===== src/rtl/core/mscd_pkg.sv =====
package mscd_pkg;

  // octet 0 sits at index 0, the most significant byte of the flat vector
  typedef logic [0:9][7:0] octs_t;
  typedef logic [6:0]      bpos_t;
  typedef logic [4:0]      class_t;
  typedef logic [3:0]      caps_t;

  localparam int unsigned NumBits = 80;

  // item after the layout tree: classes and bit position of the dtm/8psk group
  typedef struct packed {
    octs_t  octs;
    class_t gprs;
    class_t egprs;
    bpos_t  pos;
  } lay_t;

  // item after the second tree: start of the four capability bits
  typedef struct packed {
    octs_t  octs;
    class_t gprs;
    class_t egprs;
    bpos_t  start;
  } sel_t;

  function automatic bpos_t bpos(input int unsigned o, input int unsigned b);
    return bpos_t'(o * 8 + b);
  endfunction

  // bit positions count from the msb of octet 0 and wrap at the element length
  function automatic logic bit_at(input octs_t d, input bpos_t pos);
    logic [NumBits-1:0] flat;
    bpos_t              q;
    flat = d;
    q = (pos >= bpos_t'(NumBits)) ? pos - bpos_t'(NumBits) : pos;
    return flat[bpos_t'(NumBits - 1) - q];
  endfunction

  function automatic lay_t decode_layout(input octs_t d);
    class_t g;
    class_t e;
    bpos_t  p;
    lay_t   r;
    g = '0;
    e = '0;
    p = '0;
    if (d[1][1]) begin
      if (d[3][5]) begin
        if (d[3][4]) begin
          if (d[4][6]) begin
            g = d[4][5:1];
            if (d[5][7]) begin
              if (d[6][6]) begin
                if (d[6][0]) begin e = d[7][7:3]; p = bpos(7, 6); end
                else p = bpos(7, 0);
              end else begin
                if (d[6][5]) begin e = d[6][4:0]; p = bpos(7, 1); end
                else p = bpos(6, 3);
              end
            end else begin
              if (d[5][6]) begin
                if (d[5][0]) begin e = d[6][7:3]; p = bpos(6, 6); end
                else p = bpos(6, 0);
              end else begin
                if (d[5][5]) begin e = d[5][4:0]; p = bpos(6, 1); end
                else p = bpos(5, 3);
              end
            end
          end else begin
            if (d[4][5]) begin
              if (d[5][4]) begin
                if (d[6][6]) begin e = d[6][5:1]; p = bpos(7, 0); end
                else p = bpos(6, 2);
              end else begin
                if (d[5][3]) begin e = {d[5][2:0], d[6][7:6]}; p = bpos(6, 3); end
                else p = bpos(5, 5);
              end
            end else begin
              if (d[4][4]) begin
                if (d[5][6]) begin e = d[5][5:1]; p = bpos(6, 0); end
                else p = bpos(5, 2);
              end else begin
                if (d[4][3]) begin e = {d[4][2:0], d[5][7:6]}; p = bpos(5, 3); end
                else p = bpos(4, 5);
              end
            end
          end
        end else begin
          if (d[3][3]) begin
            g = {d[3][2:0], d[4][7:6]};
            if (d[4][4]) begin
              if (d[5][3]) begin
                if (d[6][5]) begin e = d[6][4:0]; p = bpos(7, 1); end
                else p = bpos(6, 3);
              end else begin
                if (d[5][2]) begin e = {d[5][1:0], d[6][7:5]}; p = bpos(6, 4); end
                else p = bpos(5, 6);
              end
            end else begin
              if (d[4][3]) begin
                if (d[5][5]) begin e = d[5][4:0]; p = bpos(6, 1); end
                else p = bpos(5, 3);
              end else begin
                if (d[4][2]) begin e = {d[4][1:0], d[5][7:5]}; p = bpos(5, 4); end
                else p = bpos(4, 6);
              end
            end
          end else begin
            // repeats the gprs presence test just taken false: never true
            if (d[3][3]) begin
              if (d[4][2]) begin
                if (d[5][4]) begin e = {d[5][2:0], d[6][7:6]}; p = bpos(6, 2); end
                else p = bpos(5, 4);
              end else begin
                if (d[4][1]) begin e = {d[4][0], d[5][7:4]}; p = bpos(5, 5); end
                else p = bpos(4, 7);
              end
            end else begin
              if (d[3][2]) begin
                if (d[4][4]) begin e = {d[4][2:0], d[5][7:6]}; p = bpos(5, 2); end
                else p = bpos(4, 4);
              end else begin
                if (d[3][1]) begin e = {d[3][0], d[4][7:4]}; p = bpos(4, 5); end
                else p = bpos(3, 7);
              end
            end
          end
        end
      end else begin
        p = bpos(3, 3);
      end
    end else begin
      if (d[2][4]) begin
        if (d[2][3]) begin
          if (d[3][5]) begin
            g = d[3][4:0];
            if (d[4][6]) begin
              if (d[5][5]) begin
                if (d[6][7]) begin e = d[6][6:2]; p = bpos(6, 7); end
                else p = bpos(6, 1);
              end else begin
                if (d[5][4]) begin e = {d[5][3:0], d[6][7]}; p = bpos(6, 2); end
                else p = bpos(5, 4);
              end
            end else begin
              if (d[4][5]) begin
                if (d[5][7]) begin e = d[5][6:2]; p = bpos(5, 7); end
                else p = bpos(5, 1);
              end else begin
                if (d[4][4]) begin e = {d[4][3:0], d[5][7]}; p = bpos(5, 2); end
                else p = bpos(4, 4);
              end
            end
          end else begin
            if (d[3][4]) begin
              if (d[4][3]) begin
                if (d[5][5]) begin e = d[5][4:0]; p = bpos(6, 1); end
                else p = bpos(5, 3);
              end else begin
                if (d[4][2]) begin e = {d[4][1:0], d[5][7:5]}; p = bpos(5, 4); end
                else p = bpos(4, 6);
              end
            end else begin
              if (d[3][3]) begin
                if (d[4][5]) begin e = d[4][4:0]; p = bpos(5, 1); end
                else p = bpos(4, 3);
              end else begin
                if (d[3][2]) begin e = {d[3][1:0], d[4][7:5]}; p = bpos(4, 4); end
                else p = bpos(3, 6);
              end
            end
          end
        end else begin
          if (d[2][2]) begin
            g = {d[2][1:0], d[3][7:5]};
            if (d[3][3]) begin
              if (d[4][2]) begin
                if (d[5][4]) begin e = {d[5][3:0], d[6][7]}; p = bpos(6, 2); end
                else p = bpos(5, 4);
              end else begin
                if (d[4][1]) begin e = {d[4][0], d[5][7:4]}; p = bpos(5, 5); end
                else p = bpos(4, 7);
              end
            end else begin
              if (d[3][2]) begin
                if (d[4][4]) begin e = {d[4][3:0], d[5][7]}; p = bpos(5, 2); end
                else p = bpos(4, 4);
              end else begin
                if (d[3][1]) begin e = {d[3][0], d[4][7:4]}; p = bpos(4, 5); end
                else p = bpos(3, 7);
              end
            end
          end else begin
            // repeats the gprs presence test just taken false: never true
            if (d[2][2]) begin
              if (d[3][1]) begin
                if (d[4][3]) begin e = {d[4][1:0], d[5][7:5]}; p = bpos(5, 3); end
                else p = bpos(4, 5);
              end else begin
                if (d[3][0]) begin e = d[4][7:3]; p = bpos(4, 6); end
                else p = bpos(4, 0);
              end
            end else begin
              if (d[2][1]) begin
                if (d[3][3]) begin e = {d[3][1:0], d[4][7:5]}; p = bpos(4, 3); end
                else p = bpos(3, 5);
              end else begin
                if (d[2][0]) begin e = d[4][7:3]; p = bpos(3, 6); end
                else p = bpos(3, 0);
              end
            end
          end
        end
      end else begin
        p = bpos(2, 4);
      end
    end
    r.octs  = d;
    r.gprs  = g;
    r.egprs = e;
    r.pos   = p;
    return r;
  endfunction

endpackage


===== src/rtl/core/mscd_in_if.sv =====
interface mscd_in_if;
  logic        valid;
  logic        ready;
  logic [63:0] head_octets;
  logic [15:0] tail_octets;

  modport source (output valid, output head_octets, output tail_octets, input ready);
  modport sink   (input valid, input head_octets, input tail_octets, output ready);
endinterface


===== src/rtl/core/mscd_out_if.sv =====
interface mscd_out_if;
  logic       valid;
  logic       ready;
  logic [4:0] gprs_class;
  logic [4:0] egprs_class;
  logic [3:0] radio_caps;

  modport source (output valid, output gprs_class, output egprs_class, output radio_caps,
                  input ready);
  modport sink   (input valid, input gprs_class, input egprs_class, input radio_caps,
                  output ready);
endinterface


===== src/rtl/core/multislot_capability_decode.sv =====
// channel | dir | payload                                  | handshake
// in_i    | in  | head_octets[63:0], tail_octets[15:0]     | valid/ready
// out_o   | out | gprs_class[4:0], egprs_class[4:0],       | valid/ready
//         |     | radio_caps[3:0]                          |
//
// one item per cycle while out_o.ready keeps the pipeline moving
// stages: layout tree, dtm/8psk offset tree, capability bit select
// each stage holds its item until the next stage takes it; ready ripples back
// from out_o.ready, so a full pipeline stalls in_i only while out_o is held
// rst_ni clears the stage valid bits only; the stage data registers are not reset
module multislot_capability_decode (
  input  logic   clk_i,
  input  logic   rst_ni,
  mscd_in_if.sink    in_i,
  mscd_out_if.source out_o
);

  logic             lay_valid, lay_ready;
  mscd_pkg::lay_t   lay;
  logic             sel_valid, sel_ready;
  mscd_pkg::sel_t   sel;
  logic             in_ready;

  mscd_layout u_layout (
    .clk_i   (clk_i),
    .rst_ni  (rst_ni),
    .valid_i (in_i.valid),
    .octs_i  (mscd_pkg::octs_t'({in_i.head_octets, in_i.tail_octets})),
    .ready_o (in_ready),
    .valid_o (lay_valid),
    .lay_o   (lay),
    .ready_i (lay_ready)
  );

  mscd_offset u_offset (
    .clk_i   (clk_i),
    .rst_ni  (rst_ni),
    .valid_i (lay_valid),
    .lay_i   (lay),
    .ready_o (lay_ready),
    .valid_o (sel_valid),
    .sel_o   (sel),
    .ready_i (sel_ready)
  );

  mscd_caps u_caps (
    .clk_i   (clk_i),
    .rst_ni  (rst_ni),
    .valid_i (sel_valid),
    .sel_i   (sel),
    .ready_o (sel_ready),
    .valid_o (out_o.valid),
    .gprs_o  (out_o.gprs_class),
    .egprs_o (out_o.egprs_class),
    .caps_o  (out_o.radio_caps),
    .ready_i (out_o.ready)
  );

  assign in_i.ready = in_ready;

endmodule


===== src/rtl/core/mscd_layout.sv =====
module mscd_layout (
  input  logic                 clk_i,
  input  logic                 rst_ni,
  input  logic                 valid_i,
  input  mscd_pkg::octs_t      octs_i,
  output logic                 ready_o,
  output logic                 valid_o,
  output mscd_pkg::lay_t       lay_o,
  input  logic                 ready_i
);

  logic           valid_q;
  mscd_pkg::lay_t lay_d, lay_q;

  assign ready_o = !valid_q || ready_i;
  assign lay_d   = mscd_pkg::decode_layout(octs_i);

  always_ff @(posedge clk_i or negedge rst_ni) begin
    if (!rst_ni) begin
      valid_q <= 1'b0;
    end else if (ready_o) begin
      valid_q <= valid_i;
    end
  end

  always_ff @(posedge clk_i) begin
    if (ready_o && valid_i) begin
      lay_q <= lay_d;
    end
  end

  assign valid_o = valid_q;
  assign lay_o   = lay_q;

endmodule


===== src/rtl/core/mscd_offset.sv =====
module mscd_offset (
  input  logic                 clk_i,
  input  logic                 rst_ni,
  input  logic                 valid_i,
  input  mscd_pkg::lay_t       lay_i,
  output logic                 ready_o,
  output logic                 valid_o,
  output mscd_pkg::sel_t       sel_o,
  input  logic                 ready_i
);

  logic            valid_q;
  mscd_pkg::sel_t  sel_d, sel_q;
  mscd_pkg::bpos_t p;

  assign ready_o = !valid_q || ready_i;
  assign p       = lay_i.pos;

  // skip dtm gprs/egprs classes and 8psk power capability when present
  always_comb begin
    sel_d.octs  = lay_i.octs;
    sel_d.gprs  = lay_i.gprs;
    sel_d.egprs = lay_i.egprs;
    if (mscd_pkg::bit_at(lay_i.octs, p)) begin
      if (mscd_pkg::bit_at(lay_i.octs, p + 7'd4)) begin
        sel_d.start = mscd_pkg::bit_at(lay_i.octs, p + 7'd7) ? p + 7'd12 : p + 7'd10;
      end else begin
        sel_d.start = mscd_pkg::bit_at(lay_i.octs, p + 7'd5) ? p + 7'd10 : p + 7'd8;
      end
    end else begin
      sel_d.start = mscd_pkg::bit_at(lay_i.octs, p + 7'd1) ? p + 7'd6 : p + 7'd4;
    end
  end

  always_ff @(posedge clk_i or negedge rst_ni) begin
    if (!rst_ni) begin
      valid_q <= 1'b0;
    end else if (ready_o) begin
      valid_q <= valid_i;
    end
  end

  always_ff @(posedge clk_i) begin
    if (ready_o && valid_i) begin
      sel_q <= sel_d;
    end
  end

  assign valid_o = valid_q;
  assign sel_o   = sel_q;

endmodule


===== src/rtl/core/mscd_caps.sv =====
module mscd_caps (
  input  logic                 clk_i,
  input  logic                 rst_ni,
  input  logic                 valid_i,
  input  mscd_pkg::sel_t       sel_i,
  output logic                 ready_o,
  output logic                 valid_o,
  output mscd_pkg::class_t     gprs_o,
  output mscd_pkg::class_t     egprs_o,
  output mscd_pkg::caps_t      caps_o,
  input  logic                 ready_i
);

  logic             valid_q;
  mscd_pkg::class_t gprs_q, egprs_q;
  mscd_pkg::caps_t  caps_d, caps_q;
  mscd_pkg::bpos_t  s;

  assign ready_o = !valid_q || ready_i;
  assign s       = sel_i.start;
  assign caps_d  = {mscd_pkg::bit_at(sel_i.octs, s + 7'd3),
                    mscd_pkg::bit_at(sel_i.octs, s + 7'd2),
                    mscd_pkg::bit_at(sel_i.octs, s + 7'd1),
                    mscd_pkg::bit_at(sel_i.octs, s)};

  always_ff @(posedge clk_i or negedge rst_ni) begin
    if (!rst_ni) begin
      valid_q <= 1'b0;
    end else if (ready_o) begin
      valid_q <= valid_i;
    end
  end

  always_ff @(posedge clk_i) begin
    if (ready_o && valid_i) begin
      gprs_q  <= sel_i.gprs;
      egprs_q <= sel_i.egprs;
      caps_q  <= caps_d;
    end
  end

  assign valid_o = valid_q;
  assign gprs_o  = gprs_q;
  assign egprs_o = egprs_q;
  assign caps_o  = caps_q;

endmodule


===== src/flat_wrapper.sv =====
// flat-port wrapper written by rule: the top's interface ports become plain ports
module multislot_capability_decode_flat 
  (clk_i, rst_ni, in_i_valid, in_i_head_octets, in_i_tail_octets, in_i_ready, out_o_valid, out_o_gprs_class, out_o_egprs_class, out_o_radio_caps, out_o_ready);
  mscd_in_if in_i_i ();
  mscd_out_if out_o_i ();
  input  logic clk_i;
  input  logic rst_ni;
  input wire logic [$bits(in_i_i.valid)-1:0] in_i_valid;
  input wire logic [$bits(in_i_i.head_octets)-1:0] in_i_head_octets;
  input wire logic [$bits(in_i_i.tail_octets)-1:0] in_i_tail_octets;
  output wire logic [$bits(in_i_i.ready)-1:0] in_i_ready;
  output wire logic [$bits(out_o_i.valid)-1:0] out_o_valid;
  output wire logic [$bits(out_o_i.gprs_class)-1:0] out_o_gprs_class;
  output wire logic [$bits(out_o_i.egprs_class)-1:0] out_o_egprs_class;
  output wire logic [$bits(out_o_i.radio_caps)-1:0] out_o_radio_caps;
  input wire logic [$bits(out_o_i.ready)-1:0] out_o_ready;
  assign in_i_i.valid = in_i_valid;
  assign in_i_i.head_octets = in_i_head_octets;
  assign in_i_i.tail_octets = in_i_tail_octets;
  assign in_i_ready = in_i_i.ready;
  assign out_o_valid = out_o_i.valid;
  assign out_o_gprs_class = out_o_i.gprs_class;
  assign out_o_egprs_class = out_o_i.egprs_class;
  assign out_o_radio_caps = out_o_i.radio_caps;
  assign out_o_i.ready = out_o_ready;
  multislot_capability_decode u_core (.clk_i(clk_i), .rst_ni(rst_ni), .in_i(in_i_i), .out_o(out_o_i));
endmodule

===== config.mk =====
export PLATFORM = sky130hd
export DESIGN_NAME = multislot_capability_decode_flat
export DESIGN_NICKNAME = d
export VERILOG_FILES = /design/src/rtl/core/mscd_pkg.sv /design/src/rtl/core/mscd_in_if.sv /design/src/rtl/core/mscd_out_if.sv /design/src/rtl/core/multislot_capability_decode.sv /design/src/rtl/core/mscd_layout.sv /design/src/rtl/core/mscd_offset.sv /design/src/rtl/core/mscd_caps.sv /design/src/flat_wrapper.sv
export SDC_FILE = /design/constraint.sdc
export NUM_CORES = 1
export LEC_CHECK = 0
export ABC_AREA = 1
export BUFFER_PORTS_ARGS = -buffer_cell sky130_fd_sc_hd__buf_2
export CORE_ASPECT_RATIO = 0.6
export CORE_MARGIN = 2
export CORE_UTILIZATION = 23
export CTS_CLUSTER_DIAMETER = 40
export CTS_CLUSTER_SIZE = 25
export DETAILED_ROUTE_END_ITERATION = 6
export HOLD_SLACK_MARGIN = 0.05
export SLEW_MARGIN = 40
export SYNTH_ARGS = -nofsm -noshare
export SYNTH_HDL_FRONTEND = slang
export SYNTH_SLANG_ARGS = --single-unit

===== constraint.sdc =====
create_clock -name clk_i -period 5.28 [get_ports clk_i]
set_clock_uncertainty 0.1 [all_clocks]
set_input_delay 0.528 -clock clk_i [delete_from_list [all_inputs] [get_ports clk_i]]
set_output_delay 0.528 -clock clk_i [all_outputs]
set_load 0.01 [all_outputs]

# Word level (Yosys, flattened, before mapping)
# Cells that the tools add are included.
op_classes:
  muxes: 137
  magnitude_cmp: 18
  n_reduce_logical: 9
  n_addsub: 29
op_table:
  columns: ["operator", "n"]
  rows:
  - ["5-bit 2-to-1 mux", 63]
  - ["7-bit 2-to-1 mux", 40]
  - ["7-bit by 8-bit less-than comparator with 1-bit output (second input constant)", 9]
  - ["1-bit binary-select mux with 7-bit select", 9]
  - ["7-bit >= comparator (second input constant)", 9]
  - ["7-bit subtractor (first input constant)", 9]
  - ["7-bit subtractor (second input constant)", 9]
  - ["7-bit by 3-bit adder with 7-bit output (second input constant)", 4]
  - ["4-bit 2-to-1 mux", 7]
  - ["6-bit 2-to-1 mux", 4]
  - ["7-bit by 4-bit adder with 7-bit output (second input constant)", 3]
  - ["3-bit 2-to-1 mux", 5]
  - ["7-bit by 1-bit adder with 7-bit output (second input constant)", 2]
  - ["7-bit by 2-bit adder with 7-bit output (second input constant)", 2]
  - ["1-bit 2-to-1 mux", 9]
  - ["1-bit logical AND", 3]
  - ["1-bit zero test", 3]
  - ["1-bit logical OR", 3]
word_totals:
  input_bits: 84
  ff_bits: 211
  elab_cells: 225
  out_inout_bits: 16

# Depth between registers and ports, before layout
depth:
  ltp_word: 9
  ltp_mapped: 28
  ltp_nobuf: 26

# Modules after synthesis
# A second synthesis with hierarchy kept.
hier_totals:
  cells_unflattened: 2395
  area_unflattened_um2: 17106.4
modules_own_cells:
  columns: ["module", "cells_per_inst", "instances", "area_each_um2"]
  rows:
  - ["mscd_offset", 1043, 1, 7612.3]
  - ["mscd_layout", 626, 1, 5360.1]
  - ["mscd_caps", 726, 1, 4134.0]

# Least setup slack after synthesis
# Ideal clock, no wire load.
synth_path:
  path_kind: "register to register"
  from: "register u_core.u_layout.lay_q (netlist bit u_core.u_layout.lay_o[2])"
  to: "register u_core.u_offset.sel_q (netlist bit u_core.u_offset.sel_o[6]) (data pin)"
  n_path_buf: 2
  arrival_time_ns: 3.478
  setup_slack_ns: 1.450
  t_required_ns: 4.928
  stages_incl_launch_ff: 26
  setup_time_ns: 0.252
  cell_sequence: "edfxtp_1 > inv_2 > buf_4 > clkbuf_1 > ha_1 > nand2_1 > nand2_1 > nand2_1 > inv_1 > ha_1 > nand3_1 > nor2_1 > nand2_1 > nand2_1 > nand3_1 > nand2_1 > inv_1 > ha_1 > inv_1 > nand3_1 > o21ai_1 > nand3_1 > nand3_1 > nand2_1 > nand2_1 > nand2_1"
synth_lines:
  columns: ["element", "line_no", "rtl"]
  rows:
  - ["start: declaration", "mscd_layout.sv:13", "mscd_pkg::lay_t lay_d, lay_q;"]
  - ["start signal: assignment", "mscd_layout.sv:28", "lay_q <= lay_d;"]
  - ["end signal: assignment", "mscd_offset.sv:45", "sel_q <= sel_d;"]
  - ["end: declaration", "mscd_offset.sv:13", "mscd_pkg::sel_t sel_d, sel_q;"]

==> metrics.md <==
| Metric | Value |
|---|---|
| Effective utilization at floorplan | 23.1% |
| Min Tclk post-route | 4.45 ns |
| Int Pwr | 0.00447 W |
| Vias | 15900 |
| Area of the multi-input gates | 0.00832 mm^2 |
| Top post-synthesis cells by area | edfxtp_1 40%, nand2_1 14%, nand3_1 9.2% |
| Peak supply drop | 0.252 mV |
| Largest net degree at the start of global routing | 85 |
| Sequential area share after synthesis | 40.2% |
| Most common cell on crit path | nand2_1 |
| Max-cap violation count | 0 |
| Total grt overflow | 0 |
| Hold path startpoint | in_i_head_octets[44] |
| Yosys warnings | 0 |
| HP Class | primary input to register |
| Worst path slowest cell | edfxtp_1 |
| Register Area | 0.00629 mm^2 |
| Comb pwr share | 45.4% |
| Delay-heaviest family, CP | simple AND/OR/NAND/NOR gates |
| CP cell instances | ha_1 -> inv_1 -> nand2_1 -> nand2_1 -> nand2_1 -> nand2_1 -> inv_1 -> ha_1 -> nand3_1 -> nor2_1 -> nand2_1 -> nand2_1 -> nand3_1 -> nand2_1 -> inv_1 -> ha_1 -> inv_1 -> nand3_1 -> o21ai_1 -> nand3_1 -> nand3_1 -> nand2_1 -> nand2_1 -> nand2_1 |
| Cell Area, Synth | 0.0157 mm^2 |
| Antenna Nets Post-Route | 0 |
| Final wirelength | 62.2 mm |
| Reg-to-Reg Start | u_core.u_layout.lay_o[3] |
| Reg2reg path depth | 24 |
| Initial antenna violation count | 2 |
| Crit Path Class | register to register |
| RSZ-0062 raised after global routing | no |
| Setup-failing EPs final | 0 |
| Netlist cell types | 57 |
| Die Area | 0.0703 mm^2 |
| CP arrival | 4.66 ns |
| Dominant cell type by area after synthesis | edfxtp_1 |
| Chip width | 341 um |
| CP Max Fanout | 17 |
| Worst-Skew Late Latency | 0.60 ns |
| Hpwl dp | 47.3 mm |
| Post-route cell area | 0.0185 mm^2 |
| Port bufs | 99 |
| # IOs | 100 |
| Setup_tns | 0 ns |
| Num CTS Buffers | 27 |
| Worst EP required | 5.49 ns |
| Number of global-route vias before repair | 14000 |
| Clk sink count | 210 |
| Avg Inst Size Synth | 7.44 um^2 |
| Pre-CTS setup slack | 1.03 ns |
| Layout area overhead | 18.3% |
| Final hold vios | 0 |
| Switching pwr | 0.00385 W |
| Sequential share of power | 29.4% |
| # DRC | 0 |
| Clock slew at reported path FFs | 0.08 ns |
| All-Layer GR Usage | 17.4% |
| Post-synth EDFFs | 207 |
| Status | finished, final reports clean |
| CORE AREA | 0.0677 mm^2 |
| Via density | 5.08 |
| Crit. End Element | register |
| Slowest stage delay, CP | 0.81 ns |
| FMAX | 225 MHz |
| Hold EP | u_core.u_layout.lay_o[77] |
| Die height | 206 um |
| Mapped Cells | 2106 |
| Placed Instance Area | 0.0170 mm^2 |
| Drt pass-1 iters | 6 |
| PD cells | 449 mW/mm^2 |
| Final worst path period share | 84.2% |
| # rows | 74 |
| Layout cells sized above 1 | 9.67% |
| Switching Fraction | 46.3% |
| First DRT Iteration DRCs | 2231 |
| Relative slew slack | 47.2% |
| FF-to-FF End | u_core.u_offset.sel_o[3] |
| Fin. max-slew vios | 0 |
| Clock Power Share | 25.1% |
| Post-synth ARST share | 1.43% |
| Post-synth top flop | edfxtp_1 |
| Post-Syn Nets | 2235 |
| Routability congestion estimate | 0.962 |
| CTS tree | yes |
| Leak | 7.69 nW |
| Yosys reg bits | 210 |
| First-pass GRT wire length | 92.2 mm |
| WHS Path Cells | 1 |
| CP startpoint kind | register |
| Layout net count | 2320 |
| WL per Instance | 19.9 um |
| Clock Path Buffers | 3 |
| Setup ws final | 0.834 ns |
| Synth top area share | 39.7% |
| Worst-margin pin slew | 0.783 ns |
| WP buf/inv | 4 |
| FILL cells | 7336 |
| Clock Tree Root | clkbuf_16 |
| R2R Setup Slk | 0.83 ns |
| H-tree depth | 1 |
| Tot Pwr | 0.00833 W |
[cells by family after synthesis]
family / Yosys count / share of synthesized area [%]
buf+inv: 267 / 6.81
flops: 210 / 40.2
fa+ha+maj: 45 / 3.59
xor+xnor: 35 / 2.22
compound gates: 442 / 16.4
simple gates: 1078 / 28.9
mux: 29 / 1.85
[cell type report]
class / count / share of cell area [%]
Tap cell: 912 / 6.16
Multi-Input combinational cell: 1629 / 44.9
Inverter: 156 / 3.21
Clock buffer: 27 / 3.65
Timing Repair Buffer: 167 / 6.08
Antenna cell: 2 / 0.0270
Sequential cell: 210 / 33.9
Clock inverter: 23 / 2.05
[placed cells by master, fill, tap and decap left out, drive strengths merged, types with 8 or more instances in the layout]
| cell | netlist | layout |
|---|---|---|
| o221ai | 13 | 13 |
| clkinv | 3 | 13 |
| buf | 49 | 122 |
| o22ai | 26 | 26 |
| edfxtp | 207 | 207 |
| or2 | 8 | 8 |
| clkbuf | 62 | 27 |
| a22oi | 9 | 9 |
| o211ai | 37 | 37 |
| a31oi | 14 | 14 |
| inv | 153 | 164 |
| mux2i | 29 | 29 |
| xor2 | 28 | 28 |
| a21oi | 66 | 66 |
| dlygate4sd3 | 0 | 45 |
| nand2 | 607 | 607 |
| o21ai | 239 | 239 |
| nor2 | 150 | 150 |
| ha | 45 | 45 |
| nand3 | 290 | 290 |
[power by group through the flow]
stage               combinational, W  sequential (W)  clock (W)
floorplan                    0.00257         0.00235          0
global placement             0.00362         0.00249          0
detailed placement           0.00366         0.00247          0
CTS                          0.00371         0.00244    0.00215
global route                 0.00423         0.00247    0.00221
finish                       0.00378         0.00245    0.00209
[state kept, by name, indices dropped and copies added (netlist names)]
name,cells
u_core.u_caps.valid_o,1
u_core.u_caps.egprs_o,5
u_core.u_caps.gprs_o,5
u_core.u_offset.sel_o,97
u_core.u_layout.lay_o,96
u_core.u_offset.valid_o,1
u_core.u_layout.valid_o,1
u_core.u_caps.caps_o,4
[stage by stage]
stage	utilization [%]	hold slack, ns	cells
floorplan	-	0.132	2106
global placement	25.1	0.228	3028
detailed placement	25.1	0.229	3029
CTS	27.4	0.0511	3124
global route	27.4	0.0595	3125
finish	27.4	0.0894	3126
[Yosys cell counts, drive strengths merged, types with 9 or more instances]
| master | count |
|---|---|
| ha | 45 |
| o211ai | 37 |
| a31oi | 14 |
| mux2i | 29 |
| nor2 | 150 |
| o21ai | 239 |
| o221ai | 13 |
| o22ai | 26 |
| nand2 | 607 |
| buf | 49 |
| a22oi | 9 |
| clkbuf | 62 |
| a21oi | 66 |
| inv | 153 |
| edfxtp | 207 |
| nand3 | 290 |
| xor2 | 28 |
[metal layers]
metal / up-vias / part of all wire [%] / routed length [um] / GRT usage (%)
met5: - / 0.026 / 16 / 0
met4: 2 / 1.3 / 827 / 2.50
met3: 62 / 16 / 9970 / 7.96
met2: 905 / 36 / 22400 / 21.6
met1: 7433 / 47 / 29000 / 26.8
li1: 7492 / - / - / -
[timing repair]
item                                   in CTS  in global routing
gates resized for setup                     0                  0
hold buffers                               45                  0
endpoints found under the hold margin      47                  0
setup buffers                               0                  0
[worst max-delay path by stage]
stage | to | startpoint | cells past startpoint
final | u_core.u_offset.sel_o[3] | u_core.u_layout.lay_o[3] | 24
after detailed placement | u_core.u_offset.sel_o[3] | u_core.u_layout.lay_o[3] | 24
after global placement | u_core.u_offset.sel_o[6] | u_core.u_layout.lay_o[3] | 24
after CTS | u_core.u_offset.sel_o[3] | u_core.u_layout.lay_o[3] | 24
after global routing | u_core.u_offset.sel_o[3] | u_core.u_layout.lay_o[3] | 24
after floorplan | u_core.u_offset.sel_o[6] | u_core.u_layout.lay_o[2] | 25
Power figures use the tool's default switching activity.
